File: config.mk
export PLATFORM = sky130hd
export DESIGN_NAME = bit_range_insert_core
export DESIGN_NICKNAME = d
export VERILOG_FILES = /design/src/sv/brins_pkg.sv /design/src/sv/brins_cfg.sv /design/src/sv/brins_merge.sv /design/src/sv/bit_range_insert_core.sv
export SDC_FILE = /design/constraint.sdc
export NUM_CORES = 1
export LEC_CHECK = 0
export ABC_AREA = 1
export BUFFER_PORTS_ARGS = -buffer_cell sky130_fd_sc_hd__buf_2
export CORE_MARGIN = 2
export CORE_UTILIZATION = 61
export CTS_CLUSTER_DIAMETER = 120
export DETAILED_ROUTE_END_ITERATION = 8
export PLACE_DENSITY = 0.83
export SLEW_MARGIN = 30
export SYNTH_ARGS = -nofsm -noshare
export SYNTH_HDL_FRONTEND = slang
export SYNTH_HIERARCHICAL = 1
export SYNTH_SLANG_ARGS = --single-unit
File: constraint.sdc
create_clock -name clk -period 4.15 [get_ports clk]
set_clock_uncertainty 0.2 [all_clocks]
set_input_delay 0.2075 -clock clk [delete_from_list [all_inputs] [get_ports clk]]
set_output_delay 0.2075 -clock clk [all_outputs]
set_load 0.05 [all_outputs]
File: src/sv/brins_pkg.sv
`timescale 1ns / 1ps
// ----------------------------------------------------------------------------
// brins_pkg
// Shared types, register indexes and mask tables for the bit range insert core.
// ----------------------------------------------------------------------------
package brins_pkg;

  localparam int BYTE_W = 8;
  localparam int OFF_W  = 3;
  localparam int IDX_W  = 1;

  localparam logic [IDX_W-1:0] REG_BIT_OFFSET = 1'b0;
  localparam logic [IDX_W-1:0] REG_BIT_COUNT  = 1'b1;

  // Destination bits ahead of the run, by start offset.
  localparam logic [BYTE_W-1:0] KEEP_LEAD [8] = '{
    8'h00, 8'h80, 8'hc0, 8'he0, 8'hf0, 8'hf8, 8'hfc, 8'hfe
  };

  // Destination bits after the run, by bit index of the run's final bit.
  localparam logic [BYTE_W-1:0] KEEP_TRAIL [8] = '{
    8'h7f, 8'h3f, 8'h1f, 8'h0f, 8'h07, 8'h03, 8'h01, 8'h00
  };

  typedef struct packed {
    logic [OFF_W-1:0] off;
    logic [OFF_W-1:0] tail_sel;
    logic             cnt_zero;
    logic             first;
    logic             last;
  } merge_ctrl_t;

endpackage

File: src/sv/brins_cfg.sv
`timescale 1ns / 1ps
// ----------------------------------------------------------------------------
// brins_cfg
// Configuration registers plus values derived from them at write time.
// ----------------------------------------------------------------------------
module brins_cfg #(
  parameter int COUNT_WIDTH = 20
) (
  input  logic                          clk,
  input  logic                          rst_n,
  input  logic                          cfg_we,
  input  logic [brins_pkg::IDX_W-1:0]   cfg_idx,
  input  logic [COUNT_WIDTH-1:0]        cfg_data,
  output logic [brins_pkg::OFF_W-1:0]   off,
  output logic [brins_pkg::OFF_W-1:0]   tail_sel,
  output logic                          cnt_zero,
  output logic [COUNT_WIDTH-3:0]        last_idx
);

  localparam int POS_W = COUNT_WIDTH - 2;

  logic [brins_pkg::OFF_W-1:0] off_r, off_nxt;
  logic [COUNT_WIDTH-1:0]      cnt_r, cnt_nxt;
  logic [brins_pkg::OFF_W-1:0] tail_r, tail_nxt;
  logic                        zero_r, zero_nxt;
  logic [POS_W-1:0]            last_r, last_nxt;
  logic [COUNT_WIDTH:0]        span;
  logic [COUNT_WIDTH:0]        span_m1;

  always_comb begin
    off_nxt = off_r;
    cnt_nxt = cnt_r;
    if (cfg_we) begin
      case (cfg_idx)
        brins_pkg::REG_BIT_OFFSET: off_nxt = cfg_data[brins_pkg::OFF_W-1:0];
        brins_pkg::REG_BIT_COUNT:  cnt_nxt = cfg_data;
        default: ;
      endcase
    end
    span     = {1'b0, cnt_nxt} + (COUNT_WIDTH+1)'(off_nxt);
    span_m1  = span - (COUNT_WIDTH+1)'(1);
    tail_nxt = span_m1[brins_pkg::OFF_W-1:0];
    zero_nxt = (cnt_nxt == '0);
    // index of the final byte: (span - 1) / 8, or 0 for an empty span
    last_nxt = (span == '0) ? '0 : span_m1[COUNT_WIDTH:3];
  end

  always_ff @(posedge clk) begin
    if (!rst_n) begin
      off_r  <= '0;
      cnt_r  <= '0;
      tail_r <= '1;
      zero_r <= 1'b1;
      last_r <= '0;
    end else begin
      off_r  <= off_nxt;
      cnt_r  <= cnt_nxt;
      tail_r <= tail_nxt;
      zero_r <= zero_nxt;
      last_r <= last_nxt;
    end
  end

  assign off      = off_r;
  assign tail_sel = tail_r;
  assign cnt_zero = zero_r;
  assign last_idx = last_r;

endmodule

File: src/sv/brins_merge.sv
`timescale 1ns / 1ps
// ----------------------------------------------------------------------------
// brins_merge
// Shift and mask merge of source bits into one destination byte.
// ----------------------------------------------------------------------------
module brins_merge (
  input  brins_pkg::merge_ctrl_t          ctrl,
  input  logic [brins_pkg::BYTE_W-1:0]    prev_src,
  input  logic [brins_pkg::BYTE_W-1:0]    src,
  input  logic [brins_pkg::BYTE_W-1:0]    dst,
  output logic [brins_pkg::BYTE_W-1:0]    merged
);

  logic [2*brins_pkg::BYTE_W-1:0] pair_sh;
  logic [brins_pkg::BYTE_W-1:0]   body;
  logic [brins_pkg::BYTE_W-1:0]   lead;
  logic [brins_pkg::BYTE_W-1:0]   tail;

  always_comb begin
    // low byte holds (prev << (8 - off)) | (src >> off)
    pair_sh = {prev_src, src} >> ctrl.off;
    lead    = brins_pkg::KEEP_LEAD[ctrl.off];
    tail    = brins_pkg::KEEP_TRAIL[ctrl.tail_sel];
    if (ctrl.first) begin
      body = (dst & lead) | (src >> ctrl.off);
    end else begin
      body = pair_sh[brins_pkg::BYTE_W-1:0];
    end
    if (ctrl.last) begin
      body = (body & ~tail) | (dst & tail);
    end
    if (ctrl.cnt_zero) begin
      merged = (ctrl.off == '0) ? '0 : dst;
    end else begin
      merged = body;
    end
  end

endmodule

File: src/sv/bit_range_insert_core.sv
`timescale 1ns / 1ps
// ----------------------------------------------------------------------------
// bit_range_insert_core
// Merges a left-aligned source bit run into a destination byte row, one byte
// per transfer, starting at a configurable bit offset.
// ----------------------------------------------------------------------------
// Output: the merged result of an input transfer is registered and shown on the next cycle.
// Throughput: one byte per cycle; the output register takes a new result
// whenever it is empty or being drained in the same cycle.
// Reset: byte position, previous source byte and output valid clear; offset
// and count return to zero. A configuration write restarts the operation.
module bit_range_insert_core #(
  parameter int COUNT_WIDTH = 20
) (
  input  logic                        clk,
  input  logic                        rst_n,
  input  logic                        in_tvalid,
  output logic                        in_tready,
  input  logic [15:0]                 in_tdata,   // [7:0] source_byte, [15:8] dest_byte
  output logic                        out_tvalid,
  input  logic                        out_tready,
  output logic [7:0]                  out_tdata,  // [7:0] merged_byte
  output logic                        out_tlast,  // last_byte
  input  logic                        cfg_we,
  input  logic [brins_pkg::IDX_W-1:0] cfg_idx,
  input  logic [COUNT_WIDTH-1:0]      cfg_data
);

  localparam int POS_W = COUNT_WIDTH - 2;

  logic [brins_pkg::OFF_W-1:0] cfg_off;
  logic [brins_pkg::OFF_W-1:0] cfg_tail;
  logic                        cfg_zero;
  logic [POS_W-1:0]            cfg_last_idx;

  logic [POS_W-1:0]            pos_r, pos_nxt;
  logic [brins_pkg::BYTE_W-1:0] prev_r, prev_nxt;
  logic                        vld_r, vld_nxt;
  logic [brins_pkg::BYTE_W-1:0] data_r;
  logic                        last_r;

  logic                        acc;
  logic                        is_last;
  brins_pkg::merge_ctrl_t      ctrl;
  logic [brins_pkg::BYTE_W-1:0] merged;

  brins_cfg #(
    .COUNT_WIDTH(COUNT_WIDTH)
  ) u_cfg (
    .clk      (clk),
    .rst_n    (rst_n),
    .cfg_we   (cfg_we),
    .cfg_idx  (cfg_idx),
    .cfg_data (cfg_data),
    .off      (cfg_off),
    .tail_sel (cfg_tail),
    .cnt_zero (cfg_zero),
    .last_idx (cfg_last_idx)
  );

  assign in_tready = !vld_r || out_tready;
  assign acc       = in_tvalid && in_tready;
  assign is_last   = cfg_zero || (pos_r == cfg_last_idx);

  always_comb begin
    ctrl.off      = cfg_off;
    ctrl.tail_sel = cfg_tail;
    ctrl.cnt_zero = cfg_zero;
    ctrl.first    = (pos_r == '0);
    ctrl.last     = is_last;
  end

  brins_merge u_merge (
    .ctrl     (ctrl),
    .prev_src (prev_r),
    .src      (in_tdata[7:0]),
    .dst      (in_tdata[15:8]),
    .merged   (merged)
  );

  always_comb begin
    pos_nxt  = pos_r;
    prev_nxt = prev_r;
    if (cfg_we) begin
      pos_nxt  = '0;
      prev_nxt = '0;
    end else if (acc) begin
      // drop back to the first byte once the operation ends
      pos_nxt  = is_last ? '0 : pos_r + POS_W'(1);
      prev_nxt = is_last ? '0 : in_tdata[7:0];
    end
    vld_nxt = acc || (vld_r && !out_tready);
  end

  always_ff @(posedge clk) begin
    if (!rst_n) begin
      pos_r  <= '0;
      prev_r <= '0;
      vld_r  <= 1'b0;
    end else begin
      pos_r  <= pos_nxt;
      prev_r <= prev_nxt;
      vld_r  <= vld_nxt;
    end
  end

  always_ff @(posedge clk) begin
    if (acc) begin
      data_r <= merged;
      last_r <= is_last;
    end
  end

  assign out_tvalid = vld_r;
  assign out_tdata  = data_r;
  assign out_tlast  = last_r;

  a_pos_in_range: assert property (@(posedge clk) disable iff (!rst_n)
    pos_r <= cfg_last_idx)
    else $error("byte position ran past the final byte");

  a_zero_count_last: assert property (@(posedge clk) disable iff (!rst_n)
    acc && cfg_zero && !cfg_we |=> out_tvalid && out_tlast)
    else $error("zero count transfer did not end the operation");

  a_last_restarts: assert property (@(posedge clk) disable iff (!rst_n)
    acc && is_last |=> pos_r == '0 && prev_r == '0)
    else $error("operation state not cleared after final byte");

  a_mid_advances: assert property (@(posedge clk) disable iff (!rst_n)
    acc && !is_last && !cfg_we |=> pos_r == $past(pos_r) + POS_W'(1))
    else $error("byte position did not advance");

endmodule

Yosys cells after proc, flatten, opt, wreduce, memory -nomap -nowiden
Memories as Yosys holds them, arrays and structs flattened.
Cells that the tools add are included.
{ "totals": {"ff_bits": 81, "romBits": 128, "inputBits": 42, "out_inout_bits": 11, "word_cells": 56, "memories": 2} }
{ "mem_list": {"columns": ["name", "depth", "width", "read_ports", "rd_ports_with_merged_regs", "wr", "line_no", "rtl"], "rows": [
  ["(no name shown)", 8, 8, 1, 0, 0, "brins_merge.sv:23", "tail = brins_pkg::KEEP_TRAIL[ctrl.tail_sel];"],
  ["(no name shown)", 8, 8, 1, 0, 0, "brins_merge.sv:22", "lead = brins_pkg::KEEP_LEAD[ctrl.off];"]
]} }
{ "op_classes": {"n_addsub": 3, "order_cmp": 2, "n_eq_ne": 1, "shift": 2, "n_mux": 14, "n_bitwise": 9, "reduce_logical": 13} }
{ "ops": {"columns": ["operator", "n"], "rows": [
  ["8-bit two-way mux", 9],
  ["20-bit two-way mux", 2],
  ["8-bit bitwise AND", 3],
  ["20-bit by 3-bit adder with 21-bit output", 1],
  ["21-bit logical NOT", 1],
  ["21-bit by 1-bit subtractor with 21-bit output (second input constant)", 1],
  ["20-bit logical NOT", 1],
  ["18-bit by 1-bit adder with 18-bit output (second input constant)", 1],
  ["18-bit equality test", 1],
  ["18-bit logical NOT", 1],
  ["18-bit two-way mux", 1],
  ["8-bit OR", 2],
  ["16-bit by 3-bit >> shifter with 8-bit output", 1],
  ["4-bit >= comparator (second input constant)", 2],
  ["3-bit inverter with 4-bit output", 2],
  ["8-bit inverter", 1],
  ["8-bit by 3-bit >> shifter with 8-bit output", 1],
  ["3-bit two-way mux", 2],
  ["2-bit OR reduction", 2],
  ["3-bit logical NOT", 1],
  ["1-bit logical OR", 3],
  ["1-bit logical AND", 2],
  ["1-bit logical NOT", 2],
  ["1-bit inverter", 1]
]} }

Logic depth before layout (Yosys ltp)
Gate-level depths: netlist of the first run.
{ "depth": {"word_depth": 11, "mapped_depth": 26, "ltp_nobuf": 23} }

By module
Netlist of the first run, hierarchy kept.
{ "by_module_without_submodules": {"columns": ["mod", "n_inst", "cells_per_inst", "area_per_inst_um2", "seq_area_each_um2"], "rows": [
  ["brins_cfg", 1, 509, 3316.9, 900.9],
  ["bit_range_insert_core", 1, 260, 1924.3, 810.8],
  ["brins_merge", 1, 187, 817.0, 0.0]
]} }

Least setup slack after synthesis of the first run
No wires, ideal clock.
{ "synth_path": {"kind": "input port to flip-flop", "start": "input port cfg_idx", "end": "register u_cfg.last_r[12], in the netlist u_cfg/last_idx[12]", "arrival_time_ns": 2.883, "path_slack_ns": 0.946, "cell_stages": 21, "path_buffers": 4, "cell_sequence": "buf_6 -> nand2_8 -> buf_4 -> buf_2 -> o21ai_0 -> inv_1 -> ha_1 -> fa_1 -> nand2_1 -> nand2_1 -> nand3_1 -> o21ai_0 -> o21ai_2 -> nand2_1 -> nor2_1 -> nand3_1 -> nor2_2 -> nand2_2 -> nand2_4 -> buf_12 -> a21oi_2"} }
{ "synth_via": {"elab_chain_cells": 5, "elab_cells_between_ends": 8, "classes_between": "add/sub (2); mux (4); reduce/logical (2)"} }
{ "synth_lines": {"columns": ["element", "line_no", "rtl"], "rows": [
  ["start, declared", "bit_range_insert_core.sv:25", "input logic [brins_pkg::IDX_W-1:0] cfg_idx,"],
  ["20-bit two-way mux (*)", "brins_cfg.sv:34", "case (cfg_idx)"],
  ["20-bit two-way mux (*)", "brins_cfg.sv:33", "if (cfg_we) begin"],
  ["via u_cfg.cnt_nxt[0]", "brins_cfg.sv:23", "logic [COUNT_WIDTH-1:0] cnt_r, cnt_nxt;"],
  ["20-bit by 3-bit adder with 21-bit output (*)", "brins_cfg.sv:40", "span = {1'b0, cnt_nxt} + (COUNT_WIDTH+1)'(off_nxt);"],
  ["parallel branches: the longest is 2 deep, another holds 21-bit by 1-bit subtractor with 21-bit output", null, null],
  ["end signal, assigned", "brins_cfg.sv:60", "last_r <= last_nxt;"],
  ["end, declared", "brins_cfg.sv:26", "logic [POS_W-1:0] last_r, last_nxt;"]
]} }
Mark *: on every way through the listed nets, which the timed path passes.
A chain may end at the register's enable or synchronous reset.

Worst setup path in the final report of the first run
{ "layout_path": {"start": "input port cfg_idx", "end": "register u_cfg.last_r[17], in the netlist u_cfg/last_idx[17]"} }
The elaborated chain is that of the path after synthesis.

==> results.txt, run 1 <==
Outcome = finished, final reports clean
Int Pwr = 1.37 mW
Synthesized area = 0.00602 mm²
Placer Congestion = 1.00
Core area = 0.00968 mm²
Final Slew Violations = 0
Net Sw Power = 0.709 mW
GRT Resource Usage Total = 28.8%
Crit-path cells = buf_2, nand2_8, o21ai_0, inv_1, ha_1, fa_1, xnor2_1, nand2_1, nor2_2, nand3_2, nor2_2, nand3_1, nor2_1, nand3_1, a21oi_1
Period Utilization, post-route = 82.9%
Post-Syn Nets = 1000
Critical path arrival = 3550 ps
Root Buffer = clkbuf_8
Fin crit period = 3440 ps
Via/cell ratio = 4.97
Logic gate share of total power = 26.8%
IO Count = 53
DP Wirelength = 10800 µm
Warnings from Yosys = 6
Grt ovf = 0
Crit path largest cell delay = 430 ps
Layout cells sized above 1 = 20.6%
Initial antenna violation count = 0
Bufs on Longest Clock Path = 2
Ant diodes = 0
Fillers = 877
Worst-path clk slew = 80 ps
CP required = 4260 ps
Cell Pwr Density = 309 mW/mm²
Clk Latency, worst-skew pair = 380 ps
Largest net degree at the start of global routing = 37
Site Rows = 36
Number of buffers added on ports = 52
Bufs and invs on worst path = 2
DP Worst Slack = 380 ps
Critical path class = input pin to register
Worst setup margin = 712 ps
First-pass GRT wire length = 24100 µm
Class of the worst hold path = input pin to register
Final Setup Violations = 0
Sw frac = 34.1%
Least-Margin Pin Slew = 713 ps
Cts repair resizes = 0
Peak VDD IR = 0.264 mV
Max-Cap Viols = 0
Hold-fix buffers, CTS = 21
Pleak = 3.33 nW
CTS tree = yes
Die Area = 0.0107 mm²
Final #Nets = 1067
Die height = 103 µm
CP delay by family, top = simple AND/OR/NAND/NOR gates
Die W = 103 µm
Initial drt markers = 430
H-tree depth = 3
Post-Route Setup TNS = 0 ps
RSZ-0062 raised after global routing = false
Endpoints failing hold = 0
Vias in the first global route = 5245
DRT Pass-1 Iters = 6
CTS Buf Count = 9
Startpoint types = input pin
Flop pwr share = 41.3%
Endpoint type of the worst setup path = register
Postcts setup bufs = 0
DRC violations left = 0
Total number of vias = 5742
Clk pwr share = 31.9%
Sequential cell area = 0.00169 mm²
Crit path max fanout = 36
Final ANT Viol Nets = 0
Initial Util = 62.1%
Multi-input logic area = 0.00356 mm²
Max_slew headroom = 52.4%
Slowest CP cell = buf_2
Syn-to-layout area delta = 11.6%
Syn Inst Count = 950
Wirelength, routed = 14200 µm
DR WL/cell = 12.3 µm
Peak Freq = 0.291 GHz
Clock sinks = 80
Mean Syn Cell Area = 6.33 µm²
[metal layers]
layer	vias up	wire (µm)	global-route usage (%)
met2	173	6570	48.6
met3	21	877	5.85
li1	3060	-	-
met4	0	354	9.51
met5	-	0	0
met1	2488	6400	37.0
[cells in the final DEF, fill, tap and decap left out, types with 21 or more instances in the layout]
| cell | instances |
|---|---|
| dlygate4sd3_1 | 21 |
| nand2_1 | 285 |
| nand2_2 | 36 |
| nand3_1 | 79 |
| inv_1 | 130 |
| nor2_1 | 95 |
| buf_2 | 52 |
| nor2_2 | 44 |
| dfxtp_1 | 71 |
| o21ai_0 | 23 |
| xor2_1 | 27 |
[state kept, by name, indices dropped and copies added (netlist names)]
register        count
out_tvalid          1
u_cfg/cnt_r        20
u_cfg/off           3
out_tdata           8
out_tlast           1
u_cfg/cnt_zero      1
pos_r              18
u_cfg/last_idx     18
prev_r              7
u_cfg/tail_sel      3
[path summary, 6_finish.rpt]
path | from | to | slack (ps) | depth (start not counted)
setup reg to reg | u_cfg/off[2] | u_cfg/last_idx[14] | 920 | 21
hold / removal | cfg_data[5] | u_cfg/cnt_r[5] | 10 | 5
hold reg to reg | prev_r[4] | prev_r[4] | 340 | 4
setup / recovery | cfg_idx | u_cfg/last_idx[17] | 710 | 15
[power by group through the flow]
| stage | sequential, mW | clock [mW] | combinational [mW] |
|---|---|---|---|
| detailed placement | 0.876 | 0 | 0.533 |
| global route | 0.864 | 0.710 | 0.629 |
| finish | 0.858 | 0.663 | 0.556 |
| floorplan | 0.908 | 0 | 0.391 |
| global placement | 0.875 | 0 | 0.527 |
| CTS | 0.858 | 0.678 | 0.551 |
[tightest hold or removal path, stage by stage]
cell and delay (ps):
buf_2 80, inv_1 30, nand3_1 70, nand2_2 80, nor2_1 80
[per-stage QoR]
stage               total power [mW]  cells  area [µm²]  util [%]  hold slack [ps]
detailed placement              1.41   1118        6270      64.8              270
CTS                             2.09   1155        6720      69.4            0.284
floorplan                       1.30    950        6020         -             76.3
global placement                1.40   1118        6270      64.8              271
global route                    2.20   1155        6720      69.4             41.3
finish                          2.08   1155        6720      69.4             14.8
[cell type report]
class	instances	area share, %
Clock inverter	5	0.857
Inverter	150	8.38
Tap cell	133	2.48
Sequential cell	80	25.2
Multi-Input combinational cell	698	52.9
Clock buffer	11	2.59
Timing Repair Buffer	78	7.56
(Power assumes the default switching activity.)
==> run 2, diff against run 1 <==
Settings changed: CORE_UTILIZATION 61 to 55, PLACE_DENSITY 0.83 to 0.79.
Clock period 4.15 ns to 2.9 ns, I/O delays scaled along.
==> run 2 against run 1 <==
Hold slack improved by 21 ps. Sequential cell count unchanged. Non-clock buffer count increased by 39. Global-route usage shrank 1.8 points. Design area grew 8.8%. Setup slack got worse by 580 ps. Via count up 5.2%. Largest cell class unchanged. Largest power group unchanged.
==> results.txt, run 2 (synthesis results as in run 1) <==
Outcome = finished, final reports clean
Syn-to-layout area delta = 21.4%
Placer Congestion = 0.932
Worst-path clk slew = 90 ps
Class of the worst hold path = input pin to register
DRT Pass-1 Iters = 5
Max_slew headroom = 50.4%
CP required = 2970 ps
Fillers = 945
Final #Nets = 1106
Peak VDD IR = 0.471 mV
Reg with most FFs = u_cfg/cnt_r
First-pass GRT wire length = 25100 µm
DP Wirelength = 11100 µm
Critical path class = input pin to register
Slowest CP cell = dlygate4sd3_1
Overall power = 3.14 mW
Period Utilization, post-route = 95.6%
Post-Route Setup TNS = 0 ps
H-tree depth = 3
Critical path arrival = 2840 ps
Max reg flops = 20
Critical path's most frequent cell = nor2_4
Least-Margin Pin Slew = 744 ps
Max-Cap Viols = 0
Largest net degree at the start of global routing = 31
Grt ovf = 0
Hold-critical path depth = 4
Initial drt markers = 466
Die Area = 0.0118 mm²
Final Setup Violations = 0
Bufs on Longest Clock Path = 2
GRT Resource Usage Total = 27.0%
Clock sinks = 80
Fin crit period = 2770 ps
Cell Pwr Density = 429 mW/mm²
Commonest non-fill, non-tap cell in the layout = nand2_1
Post-layout util = 68.0%
Hold_sp = cfg_data[18]
Number of buffers added on ports = 52
Vias in the first global route = 5603
Site Rows = 38
Final ANT Viol Nets = 0
Endpoint type of the worst setup path = register
Initial antenna violation count = 0
Layout cells sized above 1 = 26.0%
IO Count = 53
Endpoints failing hold = 0
Total number of vias = 6041
Via/cell ratio = 5.03
Core area = 0.0107 mm²
Wirelength, routed = 15200 µm
DR WL/cell = 12.7 µm
Crit path largest cell delay = 530 ps
Initial Util = 56.0%
Ant diodes = 0
Clk Latency, worst-skew pair = 380 ps
Die W = 109 µm
CTS tree = yes
Crit path max fanout = 7
Root Buffer = clkbuf_8
DRC violations left = 0
Reg2Reg Launch Point = u_cfg/cnt_r[0]
Pleak = 3.55 nW
Most frequent cells in the layout = nand2_1 (274), inv_1 (122), nor2_1 (89)
Crit-path cells = dlygate4sd3_1, buf_2, o21ai_2, inv_2, ha_1, nand2_2, nor2_4, nor2_4, nor2_4, buf_4, nand3_1, nand2_1, nand2_2, nor2_4, nand3_2, nor2_2, nand2_2, nand2_4, clkbuf_16, nor2_2
CTS Buf Count = 9
Die height = 109 µm
Final Slew Violations = 0
CP Launch Point = cfg_data[1]
Startpoint types = input pin
Peak Freq = 0.361 GHz
Worst Reg-to-Reg Cells = 18
## run 2: cell types whose count changed in the layout (fill, tap and decap cells not counted), moves of 6 or more
cell	change
o21ai_0	-6
buf_4	+21
nand2_2	+8
nand2_1	-11
nor2_4	+7
dlygate4sd3_1	+15
inv_1	-8
nor2_1	-6
inv_2	+7
nand3_1	-6
## run 2: worst paths after layout
path                       end  slack [ps]
max          u_cfg/last_idx[7]         130
min            u_cfg/cnt_r[18]          40
max reg2reg  u_cfg/last_idx[7]         150
min reg2reg          prev_r[2]         350
## run 2: layout make-up
cell class	count	area, µm²	share of cell area (%)
tap	140	175	2.40
sequential	80	1690	23.2
clock buffer	10	138	1.88
timing repair buffer	117	880	12.0
inverter	150	566	7.74
multi-input combinational	698	3770	51.6
clock inverter	6	90.1	1.23
## run 2: where the power goes
part           internal, mW  switching, mW  leakage, nW
logic                 0.342          0.596         2.77
clock network         0.513          0.461        0.115
registers              1.19         0.0319        0.671
total                  2.05           1.09         3.55
## run 2: timing repair
action / CTS / global route
hold endpoints to repair: 42 / 0
buffers inserted: 0 / 7
setup endpoints to repair: 0 / 18
hold buffers: 37 / 0
resized for setup: 0 / 37
## run 2: worst max-delay path: cells and delay by family
kind	cells	cell delay [ps]
adder cells (fa/ha/maj)	1	280
AO/OA/AOI/OAI	1	160
buffers and inverters	5	1050
AND/OR/NAND/NOR	13	1190
## run 2: metrics by stage
| stage | hold WS (ps) | cell area (µm²) | instances | worst slack, ps |
|---|---|---|---|---|
| 2_1_floorplan | 13.7 | 6130 | 950 | -53.5 |
| 6_report | 36.2 | 7310 | 1201 | 127 |
| 5_1_grt | 33.2 | 7310 | 1201 | -126 |
| 3_3_place_gp | 205 | 6510 | 1141 | 54.7 |
| 3_5_place_dp | 203 | 6510 | 1141 | -32.0 |
| 4_1_cts | 5.73 | 7100 | 1194 | 8.68 |
## run 2: per-layer routing
layer | part of all wire (%) | global-route usage (%) | vias to the layer above | routed length (µm)
li1 | - | - | 3136 | -
met3 | 5.8 | 6.15 | 33 | 879
met5 | 0 | 0 | - | 0
met4 | 2.9 | 10.3 | 0 | 444
met2 | 48 | 47.0 | 184 | 7350
met1 | 43 | 32.3 | 2688 | 6520
